--- config.mk ---
export PLATFORM = sky130hd
export DESIGN_NAME = fpvs_mul
export DESIGN_NICKNAME = d
export VERILOG_FILES = /design/src/rtl/fpvs_pkg.sv /design/src/rtl/fpvs_mul.sv
export SDC_FILE = /design/constraint.sdc
export NUM_CORES = 1
export LEC_CHECK = 0
export BUFFER_PORTS_ARGS = -buffer_cell sky130_fd_sc_hd__clkbuf_2
export CORE_ASPECT_RATIO = 1.4
export CORE_MARGIN = 8
export CORE_UTILIZATION = 50
export CTS_BUF_LIST = sky130_fd_sc_hd__clkbuf_16
export CTS_CLUSTER_DIAMETER = 200
export DETAILED_ROUTE_END_ITERATION = 10
export PLACE_DENSITY_LB_ADDON = 0.3
export SLEW_MARGIN = 25
export SYNTH_ARGS = -nofsm -noshare
export SYNTH_HDL_FRONTEND = slang
export SYNTH_SLANG_ARGS = --single-unit
export TNS_END_PERCENT = 50
--- constraint.sdc ---
create_clock -name aclk -period 5.3 [get_ports aclk]
set_input_delay 0 -clock aclk [delete_from_list [all_inputs] [get_ports aclk]]
set_output_delay 0 -clock aclk [all_outputs]
set_load 0.01 [all_outputs]
--- src/rtl/fpvs_pkg.sv ---
// ----------------------------------------------------------------------------
// fpvs_pkg
// Shared types, codes and helpers of the nonlinear spring chain integrator.
// ----------------------------------------------------------------------------
`default_nettype none

package fpvs_pkg;

    localparam int OPND_W = 34;             // multiplier operand width
    localparam int PROD_W = 2 * OPND_W;     // full product width
    localparam int SUM_W  = 44;             // width of rounded sums before clamping
    localparam int DT2_W  = 27;             // dt*dt rounded to Q8.24, unsigned

    localparam logic [1:0] OP_LOAD = 2'd0;
    localparam logic [1:0] OP_STEP = 2'd1;
    localparam logic [1:0] OP_READ = 2'd2;

    localparam logic REG_TIME_STEP = 1'b0;
    localparam logic REG_GAIN      = 1'b1;

    typedef enum logic [3:0] {
        ST_CLEAR,
        ST_IDLE,
        ST_RD_Q,
        ST_RD_C,
        ST_END_0,
        ST_END_1,
        ST_END_2,
        ST_WIN_L,
        ST_WIN_C,
        ST_WIN_R,
        ST_WIN_X,
        ST_DIFF,
        ST_MUL_GO,
        ST_MUL,
        ST_MUL_DONE,
        ST_DONE
    } state_t;

    typedef enum logic [2:0] {
        MU_DT2,
        MU_D1,
        MU_D0,
        MU_NL,
        MU_VDT,
        MU_FDT,
        MU_VEL
    } mul_op_t;

    typedef struct packed {
        logic                      start;
        logic signed [OPND_W-1:0]  a;
        logic signed [OPND_W-1:0]  b;
    } mul_req_t;

    typedef struct packed {
        logic                      done;
        logic signed [PROD_W-1:0]  p;
    } mul_rsp_t;

    // clamp to signed 32 bit; bit 32 flags a clamp
    function automatic logic [32:0] sat32(input logic signed [SUM_W-1:0] v);
        logic [32:0] r;
        if (v > SUM_W'(64'sh7FFF_FFFF)) begin
            r = {1'b1, 32'h7FFF_FFFF};
        end else if (v < -SUM_W'(64'sh8000_0000)) begin
            r = {1'b1, 32'h8000_0000};
        end else begin
            r = {1'b0, v[31:0]};
        end
        return r;
    endfunction

endpackage

`default_nettype wire

--- src/rtl/fpvs_mul.sv ---
// ----------------------------------------------------------------------------
// fpvs_mul
// Bit-serial signed multiplier: one multiplier bit per cycle, shift-add.
// ----------------------------------------------------------------------------
`default_nettype none

module fpvs_mul
    import fpvs_pkg::*;
(
    input  wire logic     aclk,
    input  wire logic     aresetn,
    input  wire mul_req_t req,
    output mul_rsp_t      rsp
);

    localparam int CNT_W = $clog2(OPND_W);
    localparam logic [CNT_W-1:0] LAST = CNT_W'(OPND_W - 1);

    logic signed [OPND_W:0]   acc_reg;
    logic [OPND_W-1:0]        lo_reg;
    logic signed [OPND_W:0]   a_reg;
    logic [CNT_W-1:0]         cnt_reg;
    logic                     busy_reg;
    logic                     done_reg;
    logic signed [OPND_W:0]   addend;
    logic signed [OPND_W:0]   sum;

    always_comb begin
        if (!lo_reg[0]) begin
            addend = '0;
        end else if (cnt_reg == LAST) begin
            addend = -a_reg;        // sign bit of the multiplier weighs negative
        end else begin
            addend = a_reg;
        end
        sum = acc_reg + addend;
    end

    always_ff @(posedge aclk) begin
        if (!aresetn) begin
            busy_reg <= 1'b0;
            done_reg <= 1'b0;
            cnt_reg  <= '0;
        end else begin
            done_reg <= 1'b0;
            if (req.start) begin
                busy_reg <= 1'b1;
                cnt_reg  <= '0;
            end else if (busy_reg) begin
                cnt_reg <= cnt_reg + 1'b1;
                if (cnt_reg == LAST) begin
                    busy_reg <= 1'b0;
                    done_reg <= 1'b1;
                end
            end
        end
    end

    always_ff @(posedge aclk) begin
        if (req.start) begin
            acc_reg <= '0;
            lo_reg  <= req.b;
            a_reg   <= (OPND_W+1)'(req.a);
        end else if (busy_reg) begin
            acc_reg <= sum >>> 1;
            lo_reg  <= {sum[0], lo_reg[OPND_W-1:1]};
        end
    end

    assign rsp.done = done_reg;
    assign rsp.p    = {acc_reg[OPND_W-1:0], lo_reg};

endmodule

`default_nettype wire

==> metrics.md, run 1 <==
| Metric | Value |
|---|---|
| Crit share post-route | `94.7%` |
| Commonest non-fill, non-tap cells in the layout | `138 x clkbuf_2, 69 x dlygate4sd3_1, 68 x edfxtp_1, 50 x a21oi_1, 45 x nor2_1` |
| Residual overflow from global routing | `0` |
| Row Count | `50` |
| Setup Skew | `between 0.009 and 0.01 ns` |
| Initial DRC Count | `~290` |
| Final hold violations | `0` |
| Fillers | `1053` |
| Avg Synthesized Cell Area | `10.2 µm²` |
| Root buffer selected by CTS | `clkbuf_16` |
| Synth Cell Area | `6650 µm²` |
| Layout Nets | `964` |
| Post-synthesis register bit count | `110` |
| Post-Route WL | `17.6 mm` |
| Post-Synth Adder-Cell Area | `7.27%` |
| Cell count after synthesis | `651` |
| Largest net degree at the start of global routing | `69` |
| Power Density | `about 260 nW/µm²` |
| FF+latch area | `2880 µm²` |
| Clk sinks | `110` |
| Post-CTS Setup Bufs | `0` |
| Io pins | `140` |
| Multi-input logic area | `3640 µm²` |
| Placed cell areas | `between 7000 and 8000 µm²` |
| Leading cell type in the layout, fill and taps excluded | `clkbuf_2` |
| Syn_nets | `760` |
| Initial Util | `50.4%` |
| Vias in the first global route | `5899` |
| Top cells by area, synth | `edfxtp_1 31%, dfxtp_1 13%, ha_1 7.0%, mux2_2 5.8%, xnor2_1 5.4%` |
| Reg clk slew, reported paths | `0.08 ns` |
| Total Neg Setup Slack | `0 ns` |
| Worst hold path depth | `2` |
| Post-synthesis xor/xnor area fraction | `7.64%` |
| Post-Synth Simple-Gate Area | `16.1%` |
| Max_slew headroom | `46.6%` |
| Fin crit period | `5.02 ns` |
| Hold Path Class | `in2reg` |
| Vias | `5720` |
| Slew Limit Fails | `0` |
| Setup violators final | `0` |
| Critical path arrival | `around 5.3 ns` |
| Core area | `13200 µm²` |
| Antenna violations before repair | `0` |
| Yosys cell types | `54` |
| Clk buf depth | `2` |
| Critical Path Sink Type | `flop` |
| Slew @ Worst Pin | `~0.8 ns` |
| Startpoint types | `flop` |
| DRC | `0` |
| Max Cap Viol | `0` |
| Final Cell Area | `8560 µm²` |
| Async set-reset flop share out of synthesis | `0%` |
| First-pass GRT wire length | `between 20 and 30 mm` |
| Total CTS buffers | `9` |
| Largest family of logic cells by synthesized area | `simple AND/OR/NAND/NOR gates` |
| CP max FO | `8` |
| P&R area growth vs syn | `28.7%` |
| Die Wd | `113 µm` |
| Crit path required time | `5.54 ns` |
| DIE HEIGHT | `152 µm` |
| Ys flop type | `edfxtp_1` |
| Ant. Diodes | `0` |
| Register area share after synthesis | `43.4%` |
| EDFF count, synth | `a little under 70` |
| Synth area leader | `edfxtp_1` |
| Unrepaired setup endpoints after global routing | `false` |
| Routability Congestion | `0.903` |
| Layout cells sized above 1 | `24.3%` |
| VDD IR max | `~0.00019 V` |
| Synth Area in Compound Gates | `15.7%` |
| CTS tree | `built` |
| Max H-tree Level | `3` |
| YS warnings | `0` |
| Leakage | `~3.7 nW` |
| Port buffer count | `~140` |
| Share of the synthesized area in the top cell type | `30.7%` |
| Skew-Pair Late Insertion Delay | `0.35 ns` |
| Vias per inst | `between 5 and 6` |
| Highest clock rate | `199 MHz` |
| Dpl hpwl | `12.9 mm` |
| Die area | `approximately 17000 µm²` |
| Final ANT Viol Nets | `0` |
| Gr usage total | `about a fifth` |
| CP Class | `reg2reg` |
| Cells on worst reg2reg path | `15` |
| Outcome | `finished, final reports clean` |
| Post-DR wirelength/cell | `16.8 µm` |
| DR pass1 iterations | `4` |
| Post-synthesis mux area share | `7.89%` |
cell families (layout without fill, tap and decap cells):
kind of cell               Yosys count  in the layout
AOI/OAI and AO/OA                  161            161
xor gates and xnor gates            58             58
DFF                                110            110
muxes                               48             48
adders and majority gates           38             38
and+or+nand+nor                    201            201
buffers and inverters               35            244
worst paths after layout:
path,start,to,slack [ns]
worst min-delay path,req[68],acc_reg[12],0.06
worst max register to register,a_reg[2],acc_reg[33],0.28
worst max-delay path,a_reg[2],acc_reg[33],0.28
worst min register to register,acc_reg[23],acc_reg[23],0.49
cell usage after synthesis, types with 4 or more instances:
cell type and instances:
a211oi_1 5, a21o_1 18, a21oi_1 50, a22o_1 8
a31oi_1 4, and2_1 33, and3_1 8, clkbuf_1 22
dfxtp_1 42, edfxtp_1 68, ha_1 37, inv_1 11
mux2_2 34, mux2i_1 13, nand2_1 34, nand2b_1 6
nand3_1 4, nand3b_1 6, nand4_1 11, nor2_1 46
nor2b_1 8, nor3_1 14, o21a_1 7, o21ai_0 30
o21bai_1 6, o31ai_1 13, or2_2 4, or3_1 14
xnor2_1 41, xor2_1 17
report_power, final:
part,switching [mW],internal (mW)
Clock,0.334,0.374
Sequential,0.0657,0.993
Combinational,0.252,0.238
Total,0.652,1.61
final cells by class:
type / instances / area share (%)
tap: 182 / 2.66
multi-input combinational: 506 / 42.6
clock inverter: 7 / 0.951
inverter: 12 / 0.526
sequential: 110 / 33.7
timing repair buffer: 216 / 16.9
clock buffer: 9 / 2.63
metal layers:
layer  vias up  global-route usage, %  share of wire, %
li1       2848                      -                 -
met1      2664                   23.8                42
met2       181                   34.8                49
met3        27                   5.99               7.0
met4         0                   7.26               2.0
met5         -                      0                 0
worst max-delay path, stage by stage, from the launching register on:
cell,delay [ns]
edfxtp_1,0.43
or4_1,0.59
nand2b_1,0.21
or3_1,0.38
nand2b_1,0.19
or4_4,0.53
o21ai_1,0.16
xnor2_1,0.07
and2_1,0.17
ha_2,0.39
nand4_1,0.15
or3_1,0.37
a211o_1,0.26
and3_1,0.14
or4_1,0.51
mux2_1,0.32
metrics by stage:
stage | total power, mW | setup slack (ns) | hold WS, ns | util [%] | std cells
2_1_floorplan | 1.36 | 0.381 | 0.0989 | - | 651
3_3_place_gp | 1.51 | 0.274 | 0.180 | 57.1 | 957
3_5_place_dp | 1.52 | 0.170 | 0.179 | 57.2 | 957
4_1_cts | 2.26 | 0.141 | 0.0452 | 64.7 | 1042
5_1_grt | 2.36 | 0.00943 | 0.0691 | 64.8 | 1042
6_report | 2.26 | 0.283 | 0.0580 | 64.8 | 1042
repair_timing:
| action | in CTS | in global routing |
|---|---|---|
| gates resized for setup | 0 | 4 |
| hold buffers | 69 | 0 |
| hold endpoints to repair | 69 | 0 |
| endpoints found under the setup margin | 0 | 1 |
(Power assumes the default switching activity.)
==> run 2: changes to the inputs <==
--- a/config.mk
+++ b/config.mk
@@ -5,7 +5,7 @@
 export SDC_FILE = /design/constraint.sdc
 export NUM_CORES = 1
 export LEC_CHECK = 0
-export BUFFER_PORTS_ARGS = -buffer_cell sky130_fd_sc_hd__clkbuf_2
+export BUFFER_PORTS_ARGS = -buffer_cell sky130_fd_sc_hd__buf_2
 export CORE_ASPECT_RATIO = 1.4
 export CORE_MARGIN = 8
 export CORE_UTILIZATION = 50
==> metrics.md, run 2 (same netlist as run 1, synthesis figures left out) <==
| Metric | Value |
|---|---|
| Final ANT Viol Nets | `0 (unchanged)` |
| Total Neg Setup Slack | `0 ns (unchanged)` |
| DRC | `0 (unchanged)` |
| Slew @ Worst Pin | `0.828 ns (+0.0277 ns)` |
| Io pins | `140 (unchanged)` |
| Slew Limit Fails | `0 (unchanged)` |
| Initial Util | `50.4% (unchanged)` |
| Startpoint types | `flop` |
| Gr usage total | `21.0% (+0.58 points)` |
| CTS tree | `built` |
| P_int | `1.57 mW (-2.5%)` |
| Post-DR wirelength/cell | `17.3 µm (+3.0%)` |
| Port buffer count | `139 (unchanged)` |
| Largest net degree at the start of global routing | `70 (+1.4%)` |
| FF-to-FF End | `acc_reg[33]` |
| Reg-to-reg slack, setup | `0.23 ns (-0.05 ns)` |
| Critical Path Sink Type | `flop` |
| Sw power | `0.662 mW (+1.5%)` |
| Reg clk slew, reported paths | `0.08 ns (about the same)` |
| Layout cells sized above 1 | `24.7% (+0.38 points)` |
| Finished Layout Cells | `1045 (+0.29%)` |
| Clk sinks | `110 (unchanged)` |
| Layout Nets | `967 (+0.31%)` |
| Placed cells | `957 (unchanged)` |
| Ant. Diodes | `0 (unchanged)` |
| CP top delay family | `simple AND/OR/NAND/NOR gates` |
| Placed cell areas | `7540 µm² (about the same)` |
| CP Cell Sequence | `or3_1 > or3_1 > or3_1 > nand2b_1 > or4_4 > o31ai_1 > xnor2_1 > and2_1 > ha_1 > a21o_1 > a21o_1 > a21oi_1 > o31ai_1 > or4_1 > mux2_1` |
| Core area | `13200 µm² (unchanged)` |
| Vias | `5828 (+1.9%)` |
| DR pass1 iterations | `5 (+1)` |
| Setup Skew | `0.0130 ns (+0.00324 ns)` |
| Row Count | `50 (unchanged)` |
| Commonest non-fill, non-tap cells in the layout | `138 x buf_2, 69 x dlygate4sd3_1, 68 x edfxtp_1, 50 x a21oi_1, 45 x nor2_1` |
| Routability Congestion | `0.906 (+0.33%)` |
| Fin crit period | `5.07 ns (+0.0489 ns)` |
| Clk pwr share | `30.1% (-1.3 points)` |
| P&R area growth vs syn | `29.0%` |
| Max H-tree Level | `3 (unchanged)` |
| CP Class | `reg2reg` |
| Residual overflow from global routing | `0 (unchanged)` |
| Die area | `17300 µm² (unchanged)` |
| Highest clock rate | `197 MHz (-0.97%)` |
| Dpl hpwl | `13.1 mm (+1.9%)` |
| Switching share of power | `29.7% (+0.84 points)` |
| CP peak stage delay | `0.56 ns (-0.03 ns)` |
| Crit path required time | `5.53 ns (about the same)` |
| VDD IR max | `0.000206 V (+5.7%)` |
| Final hold violations | `0 (unchanged)` |
| Initial DRC Count | `295 (+2.4%)` |
| Setup ws final | `0.234 ns (-0.0489 ns)` |
| Dpl ws | `0.185 ns (+0.0143 ns)` |
| Leading cell type in the layout, fill and taps excluded | `buf_2` |
| Skew-Pair Late Insertion Delay | `0.36 ns (about the same)` |
| Outcome | `finished, final reports clean` |
| Leakage | `3.73 nW (+0.46%)` |
| Total CTS buffers | `9 (unchanged)` |
| Cells on worst reg2reg path | `15 (unchanged)` |
| Setup violators final | `0 (unchanged)` |
| First-pass GRT wire length | `29.6 mm (+2.5%)` |
| Final Cell Area | `8570 µm² (+0.18%)` |
| Seq pwr share | `47.6% (+0.7 points)` |
| Critical path arrival | `5.30 ns (+0.05 ns)` |
| Hold Path Class | `in2reg` |
| Worst hold path depth | `2 (unchanged)` |
| Power Density | `260 nW/µm² (-1.5%)` |
| Worst reg2reg path startpoint | `a_reg[10]` |
| Die Wd | `113 µm (unchanged)` |
| Clk buf depth | `2 (unchanged)` |
| DIE HEIGHT | `152 µm (unchanged)` |
| Crit share post-route | `95.6% (+0.92 points)` |
| Comb pwr share | `22.3% (+0.6 points)` |
| Hold path start | `req[68]` |
| Power Total | `2.23 mW (-1.3%)` |
| CP max stage cell | `or4_1` |
| Vias per inst | `5.58 (+1.6%)` |
| Most numerous cell on the critical path | `or3_1` |
| Root buffer selected by CTS | `clkbuf_16` |
| Core Util, Final | `64.9% (+0.11 points)` |
| WHS | `0.0414 ns (-0.0166 ns)` |
| Antenna violations before repair | `0 (unchanged)` |
| WHS Endpoint | `acc_reg[14]` |
| Crit path buf inv count | `0 (unchanged)` |
| Vias in the first global route | `6051 (+2.6%)` |
| CP max FO | `6 (-2)` |
| Max Cap Viol | `0 (unchanged)` |
| Post-Route WL | `18.1 mm (+3.3%)` |
| Max_slew headroom | `44.8% (-1.8 points)` |
run 2: timing repair:
| item | CTS | global route |
|---|---|---|
| resized for setup | 0 | 5 |
| setup buffers | 0 | 3 |
| endpoints found under the hold margin | 69 | 0 |
| endpoints found under the setup margin | 0 | 1 |
| hold buffers | 69 | 0 |
run 2: how the worst max path moves through the flow:
| stage | from | end | cells after the start |
|---|---|---|---|
| floorplan | a_reg[8] | acc_reg[33] | 15 |
| global placement | a_reg[2] | acc_reg[33] | 15 |
| detailed placement | a_reg[2] | acc_reg[33] | 15 |
| CTS | a_reg[2] | acc_reg[33] | 15 |
| global route | a_reg[10] | acc_reg[33] | 15 |
| finish | a_reg[10] | acc_reg[33] | 15 |
run 2: worst register-to-register path: cells and delay by family, from the launching register on:
| family | cells | cell delay [ns] |
|---|---|---|
| AND/OR/NAND/NOR | 7 | 2.64 |
| AO/OA/AOI/OAI | 5 | 1.08 |
| flip-flops | 1 | 0.41 |
| adder cells (fa/ha/maj) | 1 | 0.36 |
| multiplexers | 1 | 0.35 |
| XOR/XNOR | 1 | 0.09 |
run 2: area by class of cell:
| type | instances | area, µm² |
|---|---|---|
| multi-input cells | 506 | 3650 |
| well taps | 182 | 228 |
| inverters | 12 | 45.0 |
| repair buffers | 219 | 1470 |
| flip-flops and latches | 110 | 2880 |
| clock buffers | 9 | 225 |
| clock inverters | 7 | 63.8 |
| fillers | 1050 | 4630 |
run 2: metal layers:
metal,up-vias,routed length [µm],GRT usage [%]
met5,-,0,0
met2,222,8960,36.3
met1,2737,7330,24.0
met4,0,417,8.03
met3,31,1430,5.91
li1,2838,-,-
run 2: power by group through the flow:
stage | clock (mW) | combinational, mW | sequential, mW
floorplan | 0 | 0.279 | 1.08
global placement | 0 | 0.436 | 1.07
detailed placement | 0 | 0.447 | 1.07
CTS | 0.685 | 0.489 | 1.06
global route | 0.719 | 0.543 | 1.07
finish | 0.670 | 0.497 | 1.06
==> run 3: changes to the inputs <==
--- a/config.mk
+++ b/config.mk
@@ -6,12 +6,12 @@
 export NUM_CORES = 1
 export LEC_CHECK = 0
 export BUFFER_PORTS_ARGS = -buffer_cell sky130_fd_sc_hd__buf_2
-export CORE_ASPECT_RATIO = 1.4
 export CORE_MARGIN = 8
 export CORE_UTILIZATION = 50
 export CTS_BUF_LIST = sky130_fd_sc_hd__clkbuf_16
 export CTS_CLUSTER_DIAMETER = 200
 export DETAILED_ROUTE_END_ITERATION = 10
+export MAX_ROUTING_LAYER = met4
 export PLACE_DENSITY_LB_ADDON = 0.3
 export SLEW_MARGIN = 25
 export SYNTH_ARGS = -nofsm -noshare
==> metrics.md, run 3 (same netlist as run 1, synthesis figures left out) <==
| Metric | Value |
|---|---|
| Outcome | `finished, final reports clean` |
| Vias | `5814 (-0.24%)` |
| CP Class | `reg2reg` |
| Port buffer count | `139 (unchanged)` |
| Max Cap Viol | `0 (unchanged)` |
| Reg clk slew, reported paths | `0.07 ns (about the same)` |
| Vias per inst | `5.60 (+0.43%)` |
| Finished Layout Cells | `1038 (-0.67%)` |
| Skew-Pair Late Insertion Delay | `0.35 ns (about the same)` |
| Leading cell type in the layout, fill and taps excluded | `buf_2` |
| Max_slew headroom | `45.2% (+0.41 points)` |
| Hold Path Class | `in2reg` |
| CP Cell Sequence | `or4_1 > nand2b_1 > or3_1 > nand2b_1 > or4_1 > o41ai_2 > xnor2_1 > and2_1 > ha_1 > nand4_1 > or3_1 > a211o_1 > and3_1 > or4_1 > mux2_1` |
| Crit path required time | `5.54 ns (about the same)` |
| Clk buf depth | `2 (unchanged)` |
| Slew @ Worst Pin | `0.822 ns (-0.00619 ns)` |
| Startpoint types | `flop` |
| Final hold violations | `0 (unchanged)` |
| Power Density | `262 nW/µm² (+1.0%)` |
| Clk sinks | `110 (unchanged)` |
| CP top delay family | `simple AND/OR/NAND/NOR gates` |
| Core area | `13100 µm² (-0.47%)` |
| Initial DRC Count | `410 (+39%)` |
| CP max stage cell | `or4_1` |
| Crit share post-route | `96.0% (+0.42 points)` |
| Post-DR wirelength/cell | `17.5 µm (+0.95%)` |
| Residual overflow from global routing | `0 (unchanged)` |
| VDD IR max | `0.000195 V (-5.1%)` |
| Vias in the first global route | `5933 (-2.0%)` |
| Most numerous cell on the critical path | `or4_1` |
| Placed cell areas | `7550 µm² (+0.13%)` |
| Placed cells | `953 (-0.42%)` |
| CTS tree | `built` |
| Die area | `17200 µm² (-0.30%)` |
| Row Count | `42 (-16%)` |
| Highest clock rate | `197 MHz (-0.43%)` |
| CP peak stage delay | `0.60 ns (+0.04 ns)` |
| Layout cells sized above 1 | `24.2% (-0.44 points)` |
| Largest net degree at the start of global routing | `69 (-1.4%)` |
| Io pins | `140 (unchanged)` |
| Dpl ws | `0.163 ns (-0.0223 ns)` |
| Ant. Diodes | `0 (unchanged)` |
| Root buffer selected by CTS | `clkbuf_16` |
| First-pass GRT wire length | `29.6 mm (about the same)` |
| Critical Path Sink Type | `flop` |
| P&R area growth vs syn | `28.6%` |
| Setup violators final | `0 (unchanged)` |
| Total CTS buffers | `9 (unchanged)` |
| GR peak layer | `met2` |
| DR pass1 iterations | `5 (unchanged)` |
| Gr usage total | `21.4% (+0.34 points)` |
| Fin crit period | `5.09 ns (+0.0221 ns)` |
| Leakage | `3.73 nW (about the same)` |
| Layout Nets | `966 (-0.10%)` |
| Antenna violations before repair | `0 (unchanged)` |
| Commonest non-fill, non-tap cells in the layout | `138 x buf_2, 69 x dlygate4sd3_1, 68 x edfxtp_1, 50 x a21oi_1, 45 x nor2_1` |
| Slew Limit Fails | `0 (unchanged)` |
| Initial Util | `50.6% (+0.24 points)` |
| Power Total | `2.24 mW (+0.76%)` |
| DRC | `0 (unchanged)` |
| Met3 Usage GRT | `4.38% (-1.5 points)` |
| Crit path buf inv count | `0 (unchanged)` |
| Critical path arrival | `5.33 ns (+0.03 ns)` |
| Max H-tree Level | `3 (unchanged)` |
| Final ANT Viol Nets | `0 (unchanged)` |
| Total Neg Setup Slack | `0 ns (unchanged)` |
| Setup Skew | `0.00877 ns (-0.00428 ns)` |
| Met2 usage | `33.5% (-2.8 points)` |
| Post-Route WL | `18.2 mm (+0.28%)` |
| Unrepaired setup endpoints after global routing | `false` |
| Dpl hpwl | `13.1 mm (-0.20%)` |
| Grt met1 use | `26.9% (+2.9 points)` |
| Final Cell Area | `8550 µm² (-0.25%)` |
| Reg-to-reg slack, setup | `0.21 ns (-0.02 ns)` |
| Die Wd | `131 µm (+16%)` |
| DIE HEIGHT | `131 µm (-14%)` |
| CP max FO | `4 (-2)` |
| Routability Congestion | `0.905 (about the same)` |
| Setup ws final | `0.212 ns (-0.0221 ns)` |
run 3: final timing paths:
kind,start,endpoint,depth (start not counted)
worst max-delay path,a_reg[2],acc_reg[33],15
worst min register to register,acc_reg[27],acc_reg[27],2
worst min-delay path,req[68],acc_reg[6],2
worst max register to register,a_reg[2],acc_reg[33],15
run 3: cell type report:
cell class,count,area (µm²)
Timing Repair Buffer,218,1460
Clock buffer,9,225
Sequential cell,110,2880
Tap cell,176,220
Clock inverter,7,73.8
Inverter,12,45.0
Multi-Input combinational cell,506,3640
Fill cell,1027,4590
run 3: layer usage:
| layer | vias to the layer above | share of wire (%) |
|---|---|---|
| li1 | 2832 | - |
| met2 | 220 | 45 |
| met4 | 0 | 2.0 |
| met1 | 2736 | 46 |
| met3 | 26 | 7.0 |
| met5 | - | 0 |
run 3: timing repair:
| action | in CTS | in global routing |
|---|---|---|
| resized for setup | 0 | 1 |
| setup buffers | 0 | 0 |
| endpoints found under the setup margin | 0 | 1 |
| hold buffers | 69 | 0 |
| endpoints found under the hold margin | 69 | 0 |
run 3: through the flow:
step | hold WS (ns) | utilization, %
global placement | 0.178 | 57.5
finish | 0.0559 | 65.1
detailed placement | 0.178 | 57.5
CTS | 0.0404 | 65.0
global route | 0.0613 | 65.1
floorplan | 0.0989 | -
run 3: power breakdown:
| group | total [mW] | internal, mW | switching [mW] |
|---|---|---|---|
| clock network | 0.687 | 0.369 | 0.318 |
| logic | 0.499 | 0.240 | 0.258 |
| registers | 1.06 | 0.993 | 0.0650 |
